File: config.mk
export PLATFORM = sky130hd
export DESIGN_NAME = touch_contact_tracking_table
export DESIGN_NICKNAME = d
export VERILOG_FILES = /design/src/rtl/tct_pkg.sv /design/src/rtl/tct_front.sv /design/src/rtl/tct_back.sv /design/src/rtl/touch_contact_tracking_table.sv
export SDC_FILE = /design/constraint.sdc
export NUM_CORES = 1
export LEC_CHECK = 0
export ABC_AREA = 1
export BUFFER_PORTS_ARGS = -buffer_cell sky130_fd_sc_hd__clkbuf_2
export CAP_MARGIN = 15
export CORE_ASPECT_RATIO = 1.75
export CORE_MARGIN = 10
export CORE_UTILIZATION = 45
export DETAILED_ROUTE_END_ITERATION = 6
export HOLD_SLACK_MARGIN = 0.03
export PLACE_DENSITY = 0.59
export SYNTH_ARGS = -nofsm -noshare
export SYNTH_HDL_FRONTEND = slang
export SYNTH_SLANG_ARGS = --single-unit
export TNS_END_PERCENT = 5
File: constraint.sdc
create_clock -name clk -period 6 [get_ports clk]
set_input_delay 1.2 -clock clk [delete_from_list [all_inputs] [get_ports clk]]
set_output_delay 1.2 -clock clk [all_outputs]
set_load 0.05 [all_outputs]
File: src/rtl/tct_pkg.sv
// Shared types and constants for the touch contact tracking table.
package tct_pkg;

  localparam int DEPTH  = 16;
  localparam int SLOT_W = (DEPTH > 1) ? $clog2(DEPTH) : 1;
  localparam int CNT_W  = $clog2(DEPTH + 1);
  localparam int CFG_W  = 5;
  localparam int CMP_W  = (CNT_W > CFG_W) ? CNT_W : CFG_W;
  localparam int ID_W   = 32;
  localparam int FLAG_W = 16;
  localparam int MODE_W = 3;
  localparam int OSLOT_W = 4;
  localparam int OCNT_W  = 5;

  typedef enum logic [MODE_W-1:0] {
    MODE_START   = 3'd0,
    MODE_MSTART  = 3'd1,
    MODE_MOVE    = 3'd2,
    MODE_END     = 3'd3,
    MODE_CANCEL  = 3'd4,
    MODE_CLR_ALL = 3'd5
  } mode_t;

  typedef enum logic [2:0] {
    OP_NOP,
    OP_START,
    OP_MOVE,
    OP_FREE,
    OP_CLEAR
  } op_t;

  typedef struct packed {
    op_t             op;
    logic [ID_W-1:0] id;
  } cmd_t;

  typedef struct packed {
    logic               listened;
    logic [OSLOT_W-1:0] slot;
    logic [OCNT_W-1:0]  active_count;
    logic [OCNT_W-1:0]  cleared_count;
  } res_t;

  typedef enum logic {
    ST_IDLE,
    ST_SCAN
  } st_t;

endpackage

File: src/rtl/tct_front.sv
// Front end: accepts events, classifies them and queues commands for the table engine.
module tct_front (
  input  logic                        clk,
  input  logic                        rst_n,
  input  logic                        in_push,
  output logic                        in_full,
  input  logic [tct_pkg::MODE_W-1:0]  in_mode,
  input  logic [tct_pkg::ID_W-1:0]    in_touch_id,
  input  logic [tct_pkg::FLAG_W-1:0]  in_touch_flags,
  input  logic [tct_pkg::FLAG_W-1:0]  in_lock_mask,
  output logic                        cmd_valid,
  output tct_pkg::cmd_t               cmd,
  input  logic                        cmd_pop
);

  tct_pkg::cmd_t fq_r [2];
  logic          wp_r, wp_nxt;
  logic          rp_r, rp_nxt;
  logic [1:0]    cnt_r, cnt_nxt;
  logic          push;
  logic          pop;
  tct_pkg::cmd_t new_cmd;

  always_comb begin
    new_cmd.id = in_touch_id;
    unique case (in_mode)
      tct_pkg::MODE_START: begin
        new_cmd.op = tct_pkg::OP_START;
      end
      tct_pkg::MODE_MSTART: begin
        // refused when the flags carry every lock bit
        new_cmd.op = ((in_touch_flags & in_lock_mask) == in_lock_mask) ?
                     tct_pkg::OP_NOP : tct_pkg::OP_START;
      end
      tct_pkg::MODE_MOVE: begin
        new_cmd.op = tct_pkg::OP_MOVE;
      end
      tct_pkg::MODE_END, tct_pkg::MODE_CANCEL: begin
        new_cmd.op = tct_pkg::OP_FREE;
      end
      tct_pkg::MODE_CLR_ALL: begin
        new_cmd.op = tct_pkg::OP_CLEAR;
      end
      default: begin
        new_cmd.op = tct_pkg::OP_NOP;
      end
    endcase
  end

  assign in_full   = (cnt_r == 2'd2);
  assign cmd_valid = (cnt_r != 2'd0);
  assign cmd       = fq_r[rp_r];
  assign push      = in_push && !in_full;
  assign pop       = cmd_pop && cmd_valid;

  always_comb begin
    wp_nxt  = push ? ~wp_r : wp_r;
    rp_nxt  = pop ? ~rp_r : rp_r;
    cnt_nxt = cnt_r;
    if (push && !pop) begin
      cnt_nxt = cnt_r + 2'd1;
    end else if (pop && !push) begin
      cnt_nxt = cnt_r - 2'd1;
    end
  end

  always_ff @(posedge clk) begin
    if (!rst_n) begin
      wp_r  <= 1'b0;
      rp_r  <= 1'b0;
      cnt_r <= 2'd0;
    end else begin
      wp_r  <= wp_nxt;
      rp_r  <= rp_nxt;
      cnt_r <= cnt_nxt;
    end
  end

  always_ff @(posedge clk) begin
    if (push) begin
      fq_r[wp_r] <= new_cmd;
    end
  end

endmodule

File: src/rtl/tct_back.sv
// Back end: table storage, sequential slot scan, write-back and result queue.
module tct_back (
  input  logic                       clk,
  input  logic                       rst_n,
  input  logic                       cmd_valid,
  input  tct_pkg::cmd_t              cmd,
  output logic                       cmd_pop,
  input  logic                       cfg_we,
  input  logic [tct_pkg::CFG_W-1:0]  cfg_data,
  output logic                       res_valid,
  output tct_pkg::res_t              res,
  input  logic                       res_pop
);

  localparam logic [tct_pkg::SLOT_W-1:0] LAST_IDX = tct_pkg::SLOT_W'(tct_pkg::DEPTH - 1);
  localparam logic [tct_pkg::CMP_W-1:0]  DEPTH_C  = tct_pkg::CMP_W'(tct_pkg::DEPTH);

  logic [tct_pkg::DEPTH-1:0]   valid_r;
  logic [tct_pkg::ID_W-1:0]    id_r [tct_pkg::DEPTH];
  logic [tct_pkg::CFG_W-1:0]   lim_r;
  logic [tct_pkg::CNT_W-1:0]   cnt_r, cnt_nxt;
  logic [tct_pkg::SLOT_W-1:0]  idx_r, idx_nxt;
  tct_pkg::st_t                st_r, st_nxt;
  tct_pkg::op_t                op_r;
  logic [tct_pkg::ID_W-1:0]    cid_r;

  logic                        latch;
  logic                        wr_en;
  logic                        wr_val;
  logic                        clr_all;
  logic                        hit;
  logic                        push;
  tct_pkg::res_t               new_res;
  logic [tct_pkg::CMP_W-1:0]   eff_lim;

  tct_pkg::res_t               oq_r [2];
  logic                        owp_r, orp_r;
  logic [1:0]                  ocnt_r;
  logic                        opop;

  assign eff_lim = (tct_pkg::CMP_W'(lim_r) > DEPTH_C) ? DEPTH_C : tct_pkg::CMP_W'(lim_r);
  assign hit = (op_r == tct_pkg::OP_START) ? !valid_r[idx_r] :
               (valid_r[idx_r] && (id_r[idx_r] == cid_r));

  always_comb begin
    st_nxt  = st_r;
    idx_nxt = idx_r;
    cnt_nxt = cnt_r;
    cmd_pop = 1'b0;
    latch   = 1'b0;
    wr_en   = 1'b0;
    wr_val  = 1'b0;
    clr_all = 1'b0;
    push    = 1'b0;
    new_res = '0;
    unique case (st_r)
      tct_pkg::ST_IDLE: begin
        if (cmd_valid && (ocnt_r != 2'd2)) begin
          cmd_pop = 1'b1;
          latch   = 1'b1;
          idx_nxt = '0;
          case (cmd.op)
            tct_pkg::OP_START: begin
              if (tct_pkg::CMP_W'(cnt_r) >= eff_lim) begin
                push = 1'b1;
              end else begin
                st_nxt = tct_pkg::ST_SCAN;
              end
            end
            tct_pkg::OP_MOVE, tct_pkg::OP_FREE: begin
              st_nxt = tct_pkg::ST_SCAN;
            end
            tct_pkg::OP_CLEAR: begin
              clr_all = 1'b1;
              cnt_nxt = '0;
              push    = 1'b1;
              new_res.cleared_count = tct_pkg::OCNT_W'(cnt_r);
            end
            default: begin
              push = 1'b1;
            end
          endcase
        end
      end
      tct_pkg::ST_SCAN: begin
        if (hit) begin
          push   = 1'b1;
          st_nxt = tct_pkg::ST_IDLE;
          new_res.listened = 1'b1;
          new_res.slot     = tct_pkg::OSLOT_W'(idx_r);
          case (op_r)
            tct_pkg::OP_START: begin
              wr_en   = 1'b1;
              wr_val  = 1'b1;
              cnt_nxt = cnt_r + 1'b1;
            end
            tct_pkg::OP_FREE: begin
              wr_en = 1'b1;
              if (cnt_r != '0) begin
                cnt_nxt = cnt_r - 1'b1;
              end
            end
            default: begin
            end
          endcase
        end else if (idx_r == LAST_IDX) begin
          push   = 1'b1;
          st_nxt = tct_pkg::ST_IDLE;
        end else begin
          idx_nxt = idx_r + 1'b1;
        end
      end
      default: begin
        st_nxt = tct_pkg::ST_IDLE;
      end
    endcase
    new_res.active_count = tct_pkg::OCNT_W'(cnt_nxt);
  end

  always_ff @(posedge clk) begin
    if (!rst_n) begin
      st_r    <= tct_pkg::ST_IDLE;
      idx_r   <= '0;
      cnt_r   <= '0;
      valid_r <= '0;
      lim_r   <= tct_pkg::CFG_W'(16);
    end else begin
      st_r  <= st_nxt;
      idx_r <= idx_nxt;
      cnt_r <= cnt_nxt;
      if (cfg_we) begin
        lim_r <= cfg_data;
      end
      if (clr_all) begin
        valid_r <= '0;
      end else if (wr_en) begin
        valid_r[idx_r] <= wr_val;
      end
    end
  end

  always_ff @(posedge clk) begin
    if (latch) begin
      op_r  <= cmd.op;
      cid_r <= cmd.id;
    end
    if (wr_en && wr_val) begin
      id_r[idx_r] <= cid_r;
    end
  end

  // result queue, two beats
  assign res_valid = (ocnt_r != 2'd0);
  assign res       = oq_r[orp_r];
  assign opop      = res_pop && res_valid;

  always_ff @(posedge clk) begin
    if (!rst_n) begin
      owp_r  <= 1'b0;
      orp_r  <= 1'b0;
      ocnt_r <= 2'd0;
    end else begin
      if (push) begin
        owp_r <= ~owp_r;
      end
      if (opop) begin
        orp_r <= ~orp_r;
      end
      if (push && !opop) begin
        ocnt_r <= ocnt_r + 2'd1;
      end else if (opop && !push) begin
        ocnt_r <= ocnt_r - 2'd1;
      end
    end
  end

  always_ff @(posedge clk) begin
    if (push) begin
      oq_r[owp_r] <= new_res;
    end
  end

endmodule

File: src/rtl/touch_contact_tracking_table.sv
// Top level of the touch contact tracking table.
// Tracks up to sixteen touch contacts by 32-bit id, limited by max_listened
// (reset 16). Events enter a two-beat command queue and results leave through
// a two-beat result queue, so both sides may stall independently. The table
// engine handles one event at a time: start, move, end and cancel scan the
// slots one per cycle, up to and including the hit slot (the hit position plus
// one slots, all sixteen slots on a miss); cancel all, refused starts and
// unused modes finish without a scan. max_listened may be written only while
// the block is idle; cfg_ready is always high.
module touch_contact_tracking_table (
  input  logic                        clk,
  input  logic                        rst_n,
  input  logic                        in_push,
  output logic                        in_full,
  input  logic [tct_pkg::MODE_W-1:0]  in_mode,
  input  logic [tct_pkg::ID_W-1:0]    in_touch_id,
  input  logic [tct_pkg::FLAG_W-1:0]  in_touch_flags,
  input  logic [tct_pkg::FLAG_W-1:0]  in_lock_mask,
  output logic                        out_empty,
  input  logic                        out_pop,
  output logic                        out_listened,
  output logic [tct_pkg::OSLOT_W-1:0] out_slot,
  output logic [tct_pkg::OCNT_W-1:0]  out_active_count,
  output logic [tct_pkg::OCNT_W-1:0]  out_cleared_count,
  input  logic                        cfg_valid,
  output logic                        cfg_ready,
  input  logic [tct_pkg::CFG_W-1:0]   cfg_max_listened
);

  logic          cmd_valid;
  logic          cmd_pop;
  tct_pkg::cmd_t cmd;
  logic          res_valid;
  tct_pkg::res_t res;

  assign cfg_ready = 1'b1;

  tct_front u_front (
    .clk            (clk),
    .rst_n          (rst_n),
    .in_push        (in_push),
    .in_full        (in_full),
    .in_mode        (in_mode),
    .in_touch_id    (in_touch_id),
    .in_touch_flags (in_touch_flags),
    .in_lock_mask   (in_lock_mask),
    .cmd_valid      (cmd_valid),
    .cmd            (cmd),
    .cmd_pop        (cmd_pop)
  );

  tct_back u_back (
    .clk       (clk),
    .rst_n     (rst_n),
    .cmd_valid (cmd_valid),
    .cmd       (cmd),
    .cmd_pop   (cmd_pop),
    .cfg_we    (cfg_valid && cfg_ready),
    .cfg_data  (cfg_max_listened),
    .res_valid (res_valid),
    .res       (res),
    .res_pop   (out_pop)
  );

  assign out_empty         = !res_valid;
  assign out_listened      = res.listened;
  assign out_slot          = res.slot;
  assign out_active_count  = res.active_count;
  assign out_cleared_count = res.cleared_count;

endmodule
==> results by group <==
Worst setup path
  – R2r setup slk: about 1.3 ns
  – Type of the setup path with the least slack: flop to flop
  – Register-to-Register Path Depth: 18
  – Kind of capture point of the worst setup path: flop
  – Crit path arrival time: 4.98 ns
  – Worst R2R Start: u_back.idx_r[0]$_SDFFE_PN0N_
  – Worst Path Required: about 6.3 ns
  – Start point of the critical path: u_back.idx_r[0]$_SDFFE_PN0N_
  – Critical path launch point type: flop
  – Highest net fanout along the worst path: 32
  – Worst reg2reg endpoint: u_back.id_r[12][26]$_DFFE_PP_

Floorplan
  – Initial cell density of the core: a little under half
  – Die height: about 360 um
  – Core region area: about 0.064 mm^2
  – Width of the die: around 210 um
  – I/O pin cnt: 95
  – Site Rows: roughly 120
  – Area of the die: between 0.07 and 0.08 mm^2

Logic synthesis
  – Dominant cell by count in the synthesized netlist: sky130_fd_sc_hd__nand2_1
  – Area fraction of the dominant cell type after synthesis: 66.9%
  – Leading cell types by count after synthesis: sky130_fd_sc_hd__nand2_1 (715), sky130_fd_sc_hd__edfxtp_1 (647), sky130_fd_sc_hd__nor2_1 (263), sky130_fd_sc_hd__nand3_1 (257), sky130_fd_sc_hd__inv_1 (242)
  – Post-synthesis net count: 2731
  – EDFF count, synth: ~650
  – Summed instance area of the synthesized netlist: slightly below 0.03 mm^2
  – Total number of yosys warnings: 0
  – Number of synthesized register bits: 692
  – Sequential-to-total area share from yosys stat: between 70% and 80%
  – Top area cells in the synthesized netlist: sky130_fd_sc_hd__edfxtp_1 (67%), sky130_fd_sc_hd__nand2_1 (9.2%), sky130_fd_sc_hd__nand3_1 (4.4%)
  – Number of instances in the synthesized netlist: ~2600
  – Cell accounting for the most synthesized area: sky130_fd_sc_hd__edfxtp_1
  – Average size of a mapped cell: 11.0 um^2
  – Fraction of registers with async set or reset after synthesis: 0%
  – Leading register cell type out of synthesis: sky130_fd_sc_hd__edfxtp_1
  – Synth cell types: 42

Clocking
  – H-Tree Depth: 2
  – Latest clock arrival within the worst-skew pair: about 0.61 ns
  – Number of clock buffers inserted by TritonCTS: between 50 and 60
  – Clk pin slew, worst setup/hold paths: 0.07 ns
  – Clock Root Buffer: sky130_fd_sc_hd__clkbuf_16
  – Number of buffers inserted for hold repair after clock tree synthesis: 0
  – # clock sinks: 692
  – Max clock buf depth: 3
  – Buffers inserted during post-CTS setup optimization: 0
  – Clock tree from TritonCTS: done
  – CTS resizes: 0

Routing
  – Wire length after detailed routing: approximately 73 mm
  – DR pass1 iterations: 7
  – Detail-routed via count per cell: about 5.3
  – Violation count after the first detailed-route iteration: 1391
  – Detail-routed net length per standard cell: 20.3 um
  – Via count: around 19000
  – Antenna Nets Post-Route: 0
  – Number of remaining DRC errors: 5

Pwr
  – Internal cell power: 9.01 mW
  – Switching share of power: 31.8%
  – Combinational power share: 19.0%
  – Power share of the sequential group: a little over half
  – Relative contribution of the clock network to total power: ~29%
  – Switching pwr: ~4.2 mW
  – Power density relative to cell area: approximately 400 mW/mm^2
  – Pleak: 12.3 nW
  – Peak supply drop: around 0.00044 V

Place
  – Global placement routability congestion: around 0.88
  – DP HPWL: roughly 44 mm
  – Worst setup slack after placement: ~1.3 ns
  – # port buffers: 93

Min path
  – Worst Hold Endpoint: u_back.valid_r[5]$_SDFFE_PP0P_
  – Number of cells traversed by the worst hold path: 2
  – Hold Crit Start: u_back.valid_r[5]$_SDFFE_PP0P_
  – Path type of the worst min-delay path: flop to flop

Final layout
  – Number of fillers in the final layout: approximately 5600
  – Post-layout util: roughly half
  – Total Nets Final: about 2800
  – Share of post-route cells with drive strength above 1: 9.97%
  – Area Overhead vs Synth: 10.9%
  – Diode count: 0

GRT
  – Global-route congestion overflow total: 0
  – Overall fraction of global-route tracks in use: between 10% and 20%
  – Antenna violations before repair: 0
  – Largest net degree at the start of global routing: slightly below 200
  – Vias in the first global route: around 19000
  – Global-route wire length before repair: approximately 110 mm

STA
  – FMAX: 0.213 GHz
  – Setup TNS after final layout: 0 ns
  – Number of endpoints failing setup at the final stage: 0
  – Period Utilization, post-route: between 70 and 80%
  – Post-route clock skew: about 0.018 ns
  – Slew at the pin closest to its max-slew limit: approximately 1 ns
  – Minimum clock period after layout: around 4.7 ns
  – Relative max-transition margin: around a third
  – RSZ-0062 raised after global routing: no
  – Final Worst Setup Slack: 1.30 ns
  – Max-slew violation count: 0
  – Hold Fails Final Rpt: 0

Status
  – Failing checks: DRC
  – Result of the run: finished with violations

Flow run
  – Number of max-capacitance violations reported: 0
## metal layers
metal  share of wire [%]  track usage (%)
met1                  38             21.5
met2                  53             35.3
met3                 5.2             2.63
met4                 4.3             8.67
met5                   0                0
## worst max-delay path: stages (launching register included)
cell	delay [ns]
sky130_fd_sc_hd__dfxtp_1	0.71
sky130_fd_sc_hd__clkinv_1	0.55
sky130_fd_sc_hd__nand2_1	0.19
sky130_fd_sc_hd__nand3_1	0.08
sky130_fd_sc_hd__nand2_1	0.11
sky130_fd_sc_hd__nand2_1	0.06
sky130_fd_sc_hd__nand2_1	0.06
sky130_fd_sc_hd__nor2_1	0.05
sky130_fd_sc_hd__nor2_1	0.17
sky130_fd_sc_hd__nand2_1	0.08
sky130_fd_sc_hd__nor2_1	0.35
sky130_fd_sc_hd__nand2_1	0.10
sky130_fd_sc_hd__nor2_1	0.28
sky130_fd_sc_hd__nand3_1	0.25
sky130_fd_sc_hd__o21ai_4	0.39
sky130_fd_sc_hd__buf_4	0.27
sky130_fd_sc_hd__nand4_1	0.17
sky130_fd_sc_hd__nor2_4	0.19
sky130_fd_sc_hd__buf_12	0.28
## power by group through the flow
stage	Combinational (mW)	Clock [mW]	Sequential [mW]
floorplan	1.86	0	6.66
global placement	2.51	0	6.95
detailed placement	2.53	0	6.99
CTS	2.55	3.89	6.88
global route	2.79	4.07	6.96
finish	2.51	3.82	6.88
## layout by cell type (no fill, tap or decap), drive strengths merged
cell / instances
nor4: 2
bufinv: 7
clkbuf: 160
o21ai: 148
and2: 1
nand2: 716
o31ai: 1
a22oi: 1
inv: 247
o211ai: 53
o221ai: 2
nand3: 257
o41ai: 1
nor3: 1
mux2i: 1
ha: 13
clkinvlp: 4
a31oi: 1
mux2: 15
nor2: 265
clkinv: 28
xnor2: 1
o22ai: 6
a21boi: 1
o21a: 4
dfxtp: 45
edfxtp: 647
nand4: 23
a21oi: 44
nand3b: 8
conb: 1
buf: 47
xor2: 3
or2: 3
## cell families after synthesis
family	after synthesis	synth area share [%]
buffers and inverters	377	5.53
AOI/OAI and AO/OA	262	5.14
xor gates and xnor gates	4	0.121
and+or+nand+nor	1276	18.0
muxes	16	0.616
other	1	0.0129
adders and majority gates	13	0.560
DFF	692	70.0
## state kept, by name, summed over array words and instances (netlist names), named ones only
register	cells
u_back.cid_r	32
u_front.wp_r	1
u_front.rp_r	1
u_back.lim_r	5
u_front.fq_r	70
u_front.cnt_r	2
u_back.id_r	512
u_back.ocnt_r	2
u_back.st_r	1
u_back.valid_r	16
u_back.cnt_r	5
u_back.oq_r	30
u_back.idx_r	4
u_back.op_r	3
u_back.owp_r	1
u_back.orp_r	1
## worst max-delay path by stage
stage	end	slack, ns	depth (start not counted)
global placement	u_back.id_r[6][27]$_DFFE_PP_	1.28	18
CTS	u_back.id_r[6][29]$_DFFE_PP_	1.25	18
detailed placement	u_back.id_r[6][21]$_DFFE_PP_	1.26	18
global route	u_back.id_r[6][6]$_DFFE_PP_	1.09	18
finish	u_back.id_r[12][26]$_DFFE_PP_	1.30	18
floorplan	u_back.id_r[10][0]$_DFFE_PP_	2.17	17
## final cells by class
| type | instances | area [um^2] | area share [%] |
|---|---|---|---|
| Clock buffer | 67 | 1510 | 4.68 |
| Clock inverter | 37 | 383 | 1.19 |
| Inverter | 249 | 943 | 2.93 |
| Multi-Input combinational cell | 1572 | 7160 | 22.2 |
| Sequential cell | 692 | 20300 | 63.2 |
| Tap cell | 812 | 1020 | 3.16 |
| Timing Repair Buffer | 140 | 856 | 2.66 |
## through the flow
stage / cell area (um^2) / instances / total power, mW / hold slack [ns]
floorplan: 29000 / 2641 / 8.52 / 0.440
global placement: 30300 / 3465 / 9.46 / 0.450
detailed placement: 30300 / 3465 / 9.52 / 0.455
CTS: 32200 / 3569 / 13.3 / 0.466
global route: 32200 / 3569 / 13.8 / 0.482
finish: 32200 / 3569 / 13.2 / 0.463
(Power assumes the default switching activity.)
